### src/sv/lkvc_pkg.sv
package lkvc_pkg;

  localparam int CfgW = 5;
  localparam int KeyW = 32;
  localparam int ValW = 32;

  localparam logic [CfgW-1:0] CapReset = 5'd16;

  typedef enum logic {
    OP_GET = 1'b0,
    OP_PUT = 1'b1
  } op_t;

  typedef enum logic [1:0] {
    ST_IDLE,
    ST_COMPARE,
    ST_UPDATE
  } state_t;

  // Broadcast to every cell of the chain
  typedef struct packed {
    logic compare;    // latch the key match of each cell
    logic shift_all;  // put on a new key: whole chain moves back one place
    logic move;       // hit: cells up to the hit move back one place
  } cell_ctrl_t;

endpackage

### src/sv/lkvc_ifs.sv
interface lkvc_req_if;
  import lkvc_pkg::*;
  logic                   valid;
  logic                   ready;
  logic                   op;
  logic signed [KeyW-1:0] key;
  logic signed [ValW-1:0] value;
  modport source (output valid, op, key, value, input ready);
  modport sink (input valid, op, key, value, output ready);
endinterface

interface lkvc_rsp_if;
  import lkvc_pkg::*;
  logic                   valid;
  logic                   ready;
  logic                   hit;
  logic signed [ValW-1:0] read_value;
  logic                   evicted;
  modport source (output valid, hit, read_value, evicted, input ready);
  modport sink (input valid, hit, read_value, evicted, output ready);
endinterface

interface lkvc_cfg_if;
  import lkvc_pkg::*;
  logic            valid;
  logic            ready;
  logic [CfgW-1:0] data;
  modport source (output valid, data, input ready);
  modport sink (input valid, data, output ready);
endinterface

### src/sv/lkvc_cell.sv
module lkvc_cell
  import lkvc_pkg::*;
#(
  parameter int IDX  = 0,
  parameter int CAPW = 5
) (
  input  logic                   clk,
  input  logic                   rst,
  input  cell_ctrl_t             ctrl,
  input  logic signed [KeyW-1:0] req_key,
  input  logic [CAPW-1:0]        cap_eff,
  input  logic signed [KeyW-1:0] left_key,
  input  logic signed [ValW-1:0] left_value,
  input  logic                   left_valid,
  input  logic                   hit_ge_right,
  output logic signed [KeyW-1:0] key,
  output logic signed [ValW-1:0] value,
  output logic                   valid,
  output logic                   match,
  output logic                   hit_ge,
  output logic                   drop
);

  localparam logic [CAPW-1:0] Pos     = CAPW'(IDX);
  localparam logic [CAPW-1:0] PosNext = CAPW'(IDX + 1);

  logic shift_en;
  logic keep;

  // a hit here or further back pulls this cell into the move
  assign hit_ge   = match | hit_ge_right;
  assign shift_en = ctrl.shift_all | (ctrl.move & hit_ge);
  // trim everything at or beyond the capacity on insertion
  assign keep     = !ctrl.shift_all || (Pos < cap_eff);
  // entry would land at or beyond the capacity after an insertion
  assign drop     = valid && (PosNext >= cap_eff);

  always_ff @(posedge clk) begin
    if (rst) begin
      valid <= 1'b0;
      match <= 1'b0;
    end else begin
      if (ctrl.compare) begin
        match <= valid && (key == req_key);
      end
      if (shift_en) begin
        valid <= left_valid && keep;
      end
    end
  end

  always_ff @(posedge clk) begin
    if (shift_en) begin
      key   <= left_key;
      value <= left_value;
    end
  end

endmodule

### src/sv/lru_key_value_cache.sv
// Channel | Dir | Payload                           | Transfer when
// --------+-----+-----------------------------------+----------------------
// req     | in  | op, key, value                    | req.valid & req.ready
// rsp     | out | hit, read_value, evicted          | rsp.valid & rsp.ready
// cfg     | in  | data (capacity)                   | cfg.valid & cfg.ready
//
// Each request passes through ST_COMPARE, which latches the key match in every
// cell, and ST_UPDATE, which moves the chain and loads the response register.
// A new request is taken on the edge that finishes the previous one, and not
// before it; while rsp is taken in time, requests follow with no idle gap.
// Reset is synchronous on rst and empties the chain; capacity returns to 16.
// A full response register holds the update step until rsp takes it.
module lru_key_value_cache
  import lkvc_pkg::*;
#(
  parameter int ENTRIES = 16
) (
  input logic         clk,
  input logic         rst,
  lkvc_req_if.sink    req,
  lkvc_rsp_if.source  rsp,
  lkvc_cfg_if.sink    cfg
);

  // Wide enough for the capacity register and for every cell position + 1
  localparam int CapW = ($clog2(ENTRIES + 1) > CfgW) ? $clog2(ENTRIES + 1) : CfgW;
  localparam logic [CapW-1:0] EntriesW = CapW'(ENTRIES);

  // The chain is ordered by recency: cell 0 holds the most recent entry,
  // and the valid cells always form an unbroken run from cell 0.

  state_t state, state_next;

  logic [CfgW-1:0]        capacity;
  logic [CapW-1:0]        cap_ext;
  logic [CapW-1:0]        cap_eff;

  logic                   op_q;
  logic signed [KeyW-1:0] key_q;
  logic signed [ValW-1:0] value_q;

  logic                   rsp_valid;
  logic                   rsp_hit;
  logic signed [ValW-1:0] rsp_value;
  logic                   rsp_evicted;

  logic                   req_ready;
  logic                   update;
  logic                   out_free;
  cell_ctrl_t             ctrl;

  logic signed [KeyW-1:0] key_chain   [ENTRIES+1];
  logic signed [ValW-1:0] value_chain [ENTRIES+1];
  logic                   valid_chain [ENTRIES+1];
  logic                   hge_chain   [ENTRIES+1];
  logic [ENTRIES-1:0]     match_vec;
  logic [ENTRIES-1:0]     drop_vec;

  logic                   any_hit;
  logic signed [ValW-1:0] hit_value;
  logic                   put_new;
  logic                   evict;
  logic signed [ValW-1:0] result_value;

  // Configuration: always ready, capacity saturates at the chain length
  assign cfg.ready = 1'b1;
  assign cap_ext   = CapW'(capacity);
  assign cap_eff   = (cap_ext > EntriesW) ? EntriesW : cap_ext;

  always_ff @(posedge clk) begin
    if (rst) begin
      capacity <= CapReset;
    end else if (cfg.valid) begin
      capacity <= cfg.data;
    end
  end

  // Sequencer
  assign out_free = !rsp_valid || rsp.ready;

  always_ff @(posedge clk) begin
    if (rst) begin
      state <= ST_IDLE;
    end else begin
      state <= state_next;
    end
  end

  always_comb begin
    state_next = state;
    req_ready  = 1'b0;
    update     = 1'b0;
    case (state)
      ST_IDLE: begin
        req_ready = 1'b1;
        if (req.valid) begin
          state_next = ST_COMPARE;
        end
      end
      ST_COMPARE: begin
        state_next = ST_UPDATE;
      end
      ST_UPDATE: begin
        // hold here while the previous response waits
        if (out_free) begin
          update    = 1'b1;
          req_ready = 1'b1;
          state_next = req.valid ? ST_COMPARE : ST_IDLE;
        end
      end
      default: begin
        state_next = ST_IDLE;
      end
    endcase
  end

  assign req.ready = req_ready;

  // Latch the request on its transfer
  always_ff @(posedge clk) begin
    if (req.valid && req_ready) begin
      op_q    <= req.op;
      key_q   <= req.key;
      value_q <= req.value;
    end
  end

  // Match results: keys are unique among valid cells, so at most one hits
  assign any_hit = |match_vec;
  assign put_new = (op_q == OP_PUT) && !any_hit;

  always_comb begin
    hit_value = '0;
    for (int i = 0; i < ENTRIES; i++) begin
      hit_value = hit_value | (match_vec[i] ? value_chain[i+1] : '0);
    end
  end

  assign ctrl.compare   = (state == ST_COMPARE);
  assign ctrl.shift_all = update && put_new;
  assign ctrl.move      = update && any_hit;

  // Front of the chain: the entry that becomes most recent
  assign key_chain[0]     = key_q;
  assign value_chain[0]   = (op_q == OP_PUT) ? value_q : hit_value;
  assign valid_chain[0]   = 1'b1;
  assign hge_chain[ENTRIES] = 1'b0;

  genvar g;
  generate
    for (g = 0; g < ENTRIES; g++) begin : g_cell
      lkvc_cell #(
        .IDX  (g),
        .CAPW (CapW)
      ) u_cell (
        .clk          (clk),
        .rst          (rst),
        .ctrl         (ctrl),
        .req_key      (key_q),
        .cap_eff      (cap_eff),
        .left_key     (key_chain[g]),
        .left_value   (value_chain[g]),
        .left_valid   (valid_chain[g]),
        .hit_ge_right (hge_chain[g+1]),
        .key          (key_chain[g+1]),
        .value        (value_chain[g+1]),
        .valid        (valid_chain[g+1]),
        .match        (match_vec[g]),
        .hit_ge       (hge_chain[g]),
        .drop         (drop_vec[g])
      );
    end
  endgenerate

  // An insertion drops entries when the grown run passes the capacity;
  // with no capacity the new entry itself is dropped
  assign evict = put_new && ((cap_eff == '0) || (|drop_vec));

  always_comb begin
    if (op_q == OP_PUT) begin
      result_value = '0;
    end else if (any_hit) begin
      result_value = hit_value;
    end else begin
      result_value = '1;
    end
  end

  // Response register
  always_ff @(posedge clk) begin
    if (rst) begin
      rsp_valid <= 1'b0;
    end else if (update) begin
      rsp_valid <= 1'b1;
    end else if (rsp.ready) begin
      rsp_valid <= 1'b0;
    end
  end

  always_ff @(posedge clk) begin
    if (update) begin
      rsp_hit     <= any_hit;
      rsp_value   <= result_value;
      rsp_evicted <= evict;
    end
  end

  assign rsp.valid      = rsp_valid;
  assign rsp.hit        = rsp_hit;
  assign rsp.read_value = rsp_value;
  assign rsp.evicted    = rsp_evicted;

endmodule
### src/flat_wrapper.sv
// flat-port wrapper written by rule: the top's interface ports become plain ports
module lru_key_value_cache_flat import lkvc_pkg::*;
#(
  parameter int ENTRIES = 16
)
  (clk, rst, req_valid, req_op, req_key, req_value, req_ready, rsp_valid, rsp_hit, rsp_read_value, rsp_evicted, rsp_ready, cfg_valid, cfg_data, cfg_ready);
  lkvc_req_if req_i ();
  lkvc_rsp_if rsp_i ();
  lkvc_cfg_if cfg_i ();
  input logic clk;
  input logic rst;
  input wire logic [$bits(req_i.valid)-1:0] req_valid;
  input wire logic [$bits(req_i.op)-1:0] req_op;
  input wire logic [$bits(req_i.key)-1:0] req_key;
  input wire logic [$bits(req_i.value)-1:0] req_value;
  output wire logic [$bits(req_i.ready)-1:0] req_ready;
  output wire logic [$bits(rsp_i.valid)-1:0] rsp_valid;
  output wire logic [$bits(rsp_i.hit)-1:0] rsp_hit;
  output wire logic [$bits(rsp_i.read_value)-1:0] rsp_read_value;
  output wire logic [$bits(rsp_i.evicted)-1:0] rsp_evicted;
  input wire logic [$bits(rsp_i.ready)-1:0] rsp_ready;
  input wire logic [$bits(cfg_i.valid)-1:0] cfg_valid;
  input wire logic [$bits(cfg_i.data)-1:0] cfg_data;
  output wire logic [$bits(cfg_i.ready)-1:0] cfg_ready;
  assign req_i.valid = req_valid;
  assign req_i.op = req_op;
  assign req_i.key = req_key;
  assign req_i.value = req_value;
  assign req_ready = req_i.ready;
  assign rsp_valid = rsp_i.valid;
  assign rsp_hit = rsp_i.hit;
  assign rsp_read_value = rsp_i.read_value;
  assign rsp_evicted = rsp_i.evicted;
  assign rsp_i.ready = rsp_ready;
  assign cfg_i.valid = cfg_valid;
  assign cfg_i.data = cfg_data;
  assign cfg_ready = cfg_i.ready;
  lru_key_value_cache #(.ENTRIES(ENTRIES)) u_core (.clk(clk), .rst(rst), .req(req_i), .rsp(rsp_i), .cfg(cfg_i));
endmodule
### config.mk
export PLATFORM = sky130hd
export DESIGN_NAME = lru_key_value_cache_flat
export DESIGN_NICKNAME = d
export VERILOG_FILES = /design/src/sv/lkvc_pkg.sv /design/src/sv/lkvc_ifs.sv /design/src/sv/lkvc_cell.sv /design/src/sv/lru_key_value_cache.sv /design/src/flat_wrapper.sv
export SDC_FILE = /design/constraint.sdc
export NUM_CORES = 1
export LEC_CHECK = 0
export BUFFER_PORTS_ARGS = -buffer_cell sky130_fd_sc_hd__buf_2
export CAP_MARGIN = 5
export CORE_MARGIN = 4
export CORE_UTILIZATION = 60
export DETAILED_ROUTE_END_ITERATION = 16
export HOLD_SLACK_MARGIN = 0.12
export PLACE_DENSITY = 0.77
export SLEW_MARGIN = 25
export SYNTH_ARGS = -nofsm -noshare
export SYNTH_HDL_FRONTEND = slang
export SYNTH_SLANG_ARGS = --single-unit
### constraint.sdc
create_clock -name clk -period 11.5 [get_ports clk]
set_input_delay 0.575 -clock clk [delete_from_list [all_inputs] [get_ports clk]]
set_output_delay 0.575 -clock clk [all_outputs]
set_load 0.03 [all_outputs]
==> run metrics <==
post-cts sizing count 0; worst-margin pin slew 1.09 ns; Synth area leaders edfxtp_1 (75%), xnor2_1 (5.6%), xor2_1 (4.4%); # hold bufs at CTS 65; Fmax 205 MHz; Port Buf Inserts 110; Clock Skew 0.0371 ns; gr ovfl total 0; post-DR vias/cell 6.45; Synth Flop Type edfxtp_1; RSZ-0062 raised after global routing no; terminus of the critical flop-to-flop path u_core.g_cell[14].u_cell.value[1]; Critical-path top delay cell a21oi_4; Die Ht 282 microns; dpl cell area 46900 sq um; WL/cell 27.9 microns; via count 25300; Die Area 79600 sq um; Post-DP HPWL 68900 microns; synthesized area per cell 17.0 sq um; Mapped Area 45100 sq um; EDFF count, synth 1123; initial DRC count 3497; largest net degree at the start of global routing 73; share of cells above drive strength 1 13.2%; Reg-to-Reg Start u_core.g_cell[6].u_cell.match; GRT Total Usage 27.5%; CP cell instances or4_4 > nor2_2 > nand2_2 > a21oi_4 > buf_4; CTS tree built; Design Area, Final 51300 sq um; Required @ worst endpoint 11.77 ns; Hold Crit Class primary input to flip-flop; Setup TNS Final 0 ns; DP Worst Slack 6.81 ns; first-pass GRT wire length 162000 microns; Clk pin slew, worst setup/hold paths 0.06 ns; Setup crit end kind flip-flop; final hold vios 0; final wirelength 109000 microns; drt pass-1 iters 8; Slew Limit Fails 0; leading area contributor after synthesis edfxtp_1; # IOs 112; final setup margin 6.63 ns; Reg2Reg Depth 5; status finished clean; number of antenna violations at the first check in global routing 0; Layout area overhead 13.8%; cts bufs inserted 110; Worst R2R Setup Slack 6.63 ns; Antenna Cells 0; Synth cell types 58; row count 100; count leader, synth edfxtp_1; Syn Nets 2728; Tmin final 4.87 ns; arrival time worst endpoint 5.14 ns; area fraction of the dominant cell type after synthesis 74.8%; #FFs+latches synth 1163; slowest stage delay, CP 1.09 ns; clock root cell clkbuf_16; Setup Fix Bufs, Post-CTS 0; Critical path origin u_core.g_cell[6].u_cell.match; Initial Util 60.6%; GPL Wtd Cong 0.933; Skew-Pair Late Insertion Delay 0.67 ns; Overall Power 8740 uW; PwrDens 170 nW/um^2; Critical Path Sink u_core.g_cell[14].u_cell.value[1]; CORE AREA 74400 sq um; Setup CP Type flip-flop to flip-flop; number of routed nets with antenna violations 0; P_leak 0.0167 uW; DRC Markers 0; fill count 4435; post-route clock period utilization 42.4%; total number of yosys warnings 0; crit path launch type flip-flop; die extent in x 282 microns; max_slew headroom 27.1%; H-Tree Depth 3; sequential share of the synthesized area 76.6%; worst vdd ir 0.000171 V; asr flop ratio synth 0%; number of global-route vias before repair 26000; # setup viols final 0; CTS Buffer Depth 3; Nets 2932; # Max-Cap Violations 0; Synth top cells by count edfxtp_1 (1123), xnor2_1 (288), xor2_1 (224), a22oi_1 (128), nand4_1 (99); total clock sinks 1163; Max FO, Critical Path 44; post-synthesis cell count 2653
## final cells by class
class	count	area [sq um]	share of cell area, %
Clock buffer	149	3040	5.93
Clock inverter	57	633	1.23
Inverter	42	160	0.312
Multi-Input combinational cell	1298	9930	19.4
Sequential cell	1163	34500	67.3
Tap cell	969	1210	2.36
Timing Repair Buffer	242	1790	3.49
## routing by layer
layer / part of all wire, % / track usage (%)
met5: 0 / 0
met4: 4.4 / 11.7
met3: 11 / 5.89
met2: 47 / 43.5
met1: 38 / 37.6
## sequential cells by signal, summed over array words and instances (netlist names)
signal                      flops
u_core.op_q                     1
u_core.cap_ext                  5
u_core.value_q                 32
u_core.rsp.evicted              1
u_core.rsp.read_value          32
u_core.g_cell.u_cell.value    512
u_core.key_q                   32
u_core.g_cell.u_cell.match     16
u_core.rsp.valid                1
u_core.g_cell.u_cell.valid     16
u_core.rsp.hit                  1
u_core.state                    2
u_core.g_cell.u_cell.key      512
## worst max-delay path: cells and delay by family, from the launching register on
family | cells | cell delay, ns
flip-flops | 1 | 0.61
AO/OA/AOI/OAI | 1 | 1.09
buffers and inverters | 1 | 0.67
AND/OR/NAND/NOR | 3 | 2.07
## metrics by stage
step | util (%) | std cells | hold slack [ns]
floorplan | - | 2653 | 0.424
global placement | 62.9 | 3644 | 0.429
detailed placement | 63.0 | 3645 | 0.435
CTS | 68.8 | 3916 | 0.130
global route | 68.9 | 3920 | 0.143
finish | 68.9 | 3920 | 0.156
## power breakdown
part	switching (uW)	internal, uW
Combinational	212	119
Sequential	43.1	4690
Clock	1530	2140
Total	1780	6950
## placed cells by master, fill, tap and decap left out, drive strengths merged, types with 4 or more instances in the layout
master       synthesis  final
edfxtp            1123   1123
xnor2              288    288
xor2               224    224
buf                 63    177
clkbuf              87    149
a22oi              128    128
nand4              100    100
nand3               71     71
nor4                67     67
a221oi              65     65
dlygate4sd3          0     65
a22o                64     64
nor2                53     53
a21oi               49     49
mux2i               45     45
inv                 42     42
dfxtp               40     40
clkinv               0     39
nand2               30     30
o21ai               24     24
nor3                22     22
bufinv               0     13
nor2b               10     10
nand2b               5      5
or3                  5      5
and3                 5      5
clkinvlp             0      5
a21boi               4      4
a31oi                4      4
## cell families after synthesis
kind of cell	synth area share [%]
AOI/OAI and AO/OA	5.98
and+or+nand+nor	4.68
DFF	76.6
muxes	1.08
xor gates and xnor gates	9.95
other	0.00832
buffers and inverters	1.73
## worst min path at each step
stage | to | startpoint | slack (ns) | cells after the start
after floorplan | u_core.g_cell[0].u_cell.key[0] | u_core.key_q[0] | 0.42 | 0
after global placement | u_core.g_cell[14].u_cell.value[24] | u_core.g_cell[13].u_cell.value[24] | 0.43 | 0
after detailed placement | u_core.g_cell[2].u_cell.value[10] | u_core.g_cell[1].u_cell.value[10] | 0.43 | 0
after CTS | u_core.cap_ext[0] | cfg_data[0] | 0.13 | 3
after global routing | u_core.cap_ext[0] | cfg_data[0] | 0.14 | 3
final | u_core.cap_ext[0] | cfg_data[0] | 0.16 | 3
No activity file was read; power rests on OpenSTA's default activity.
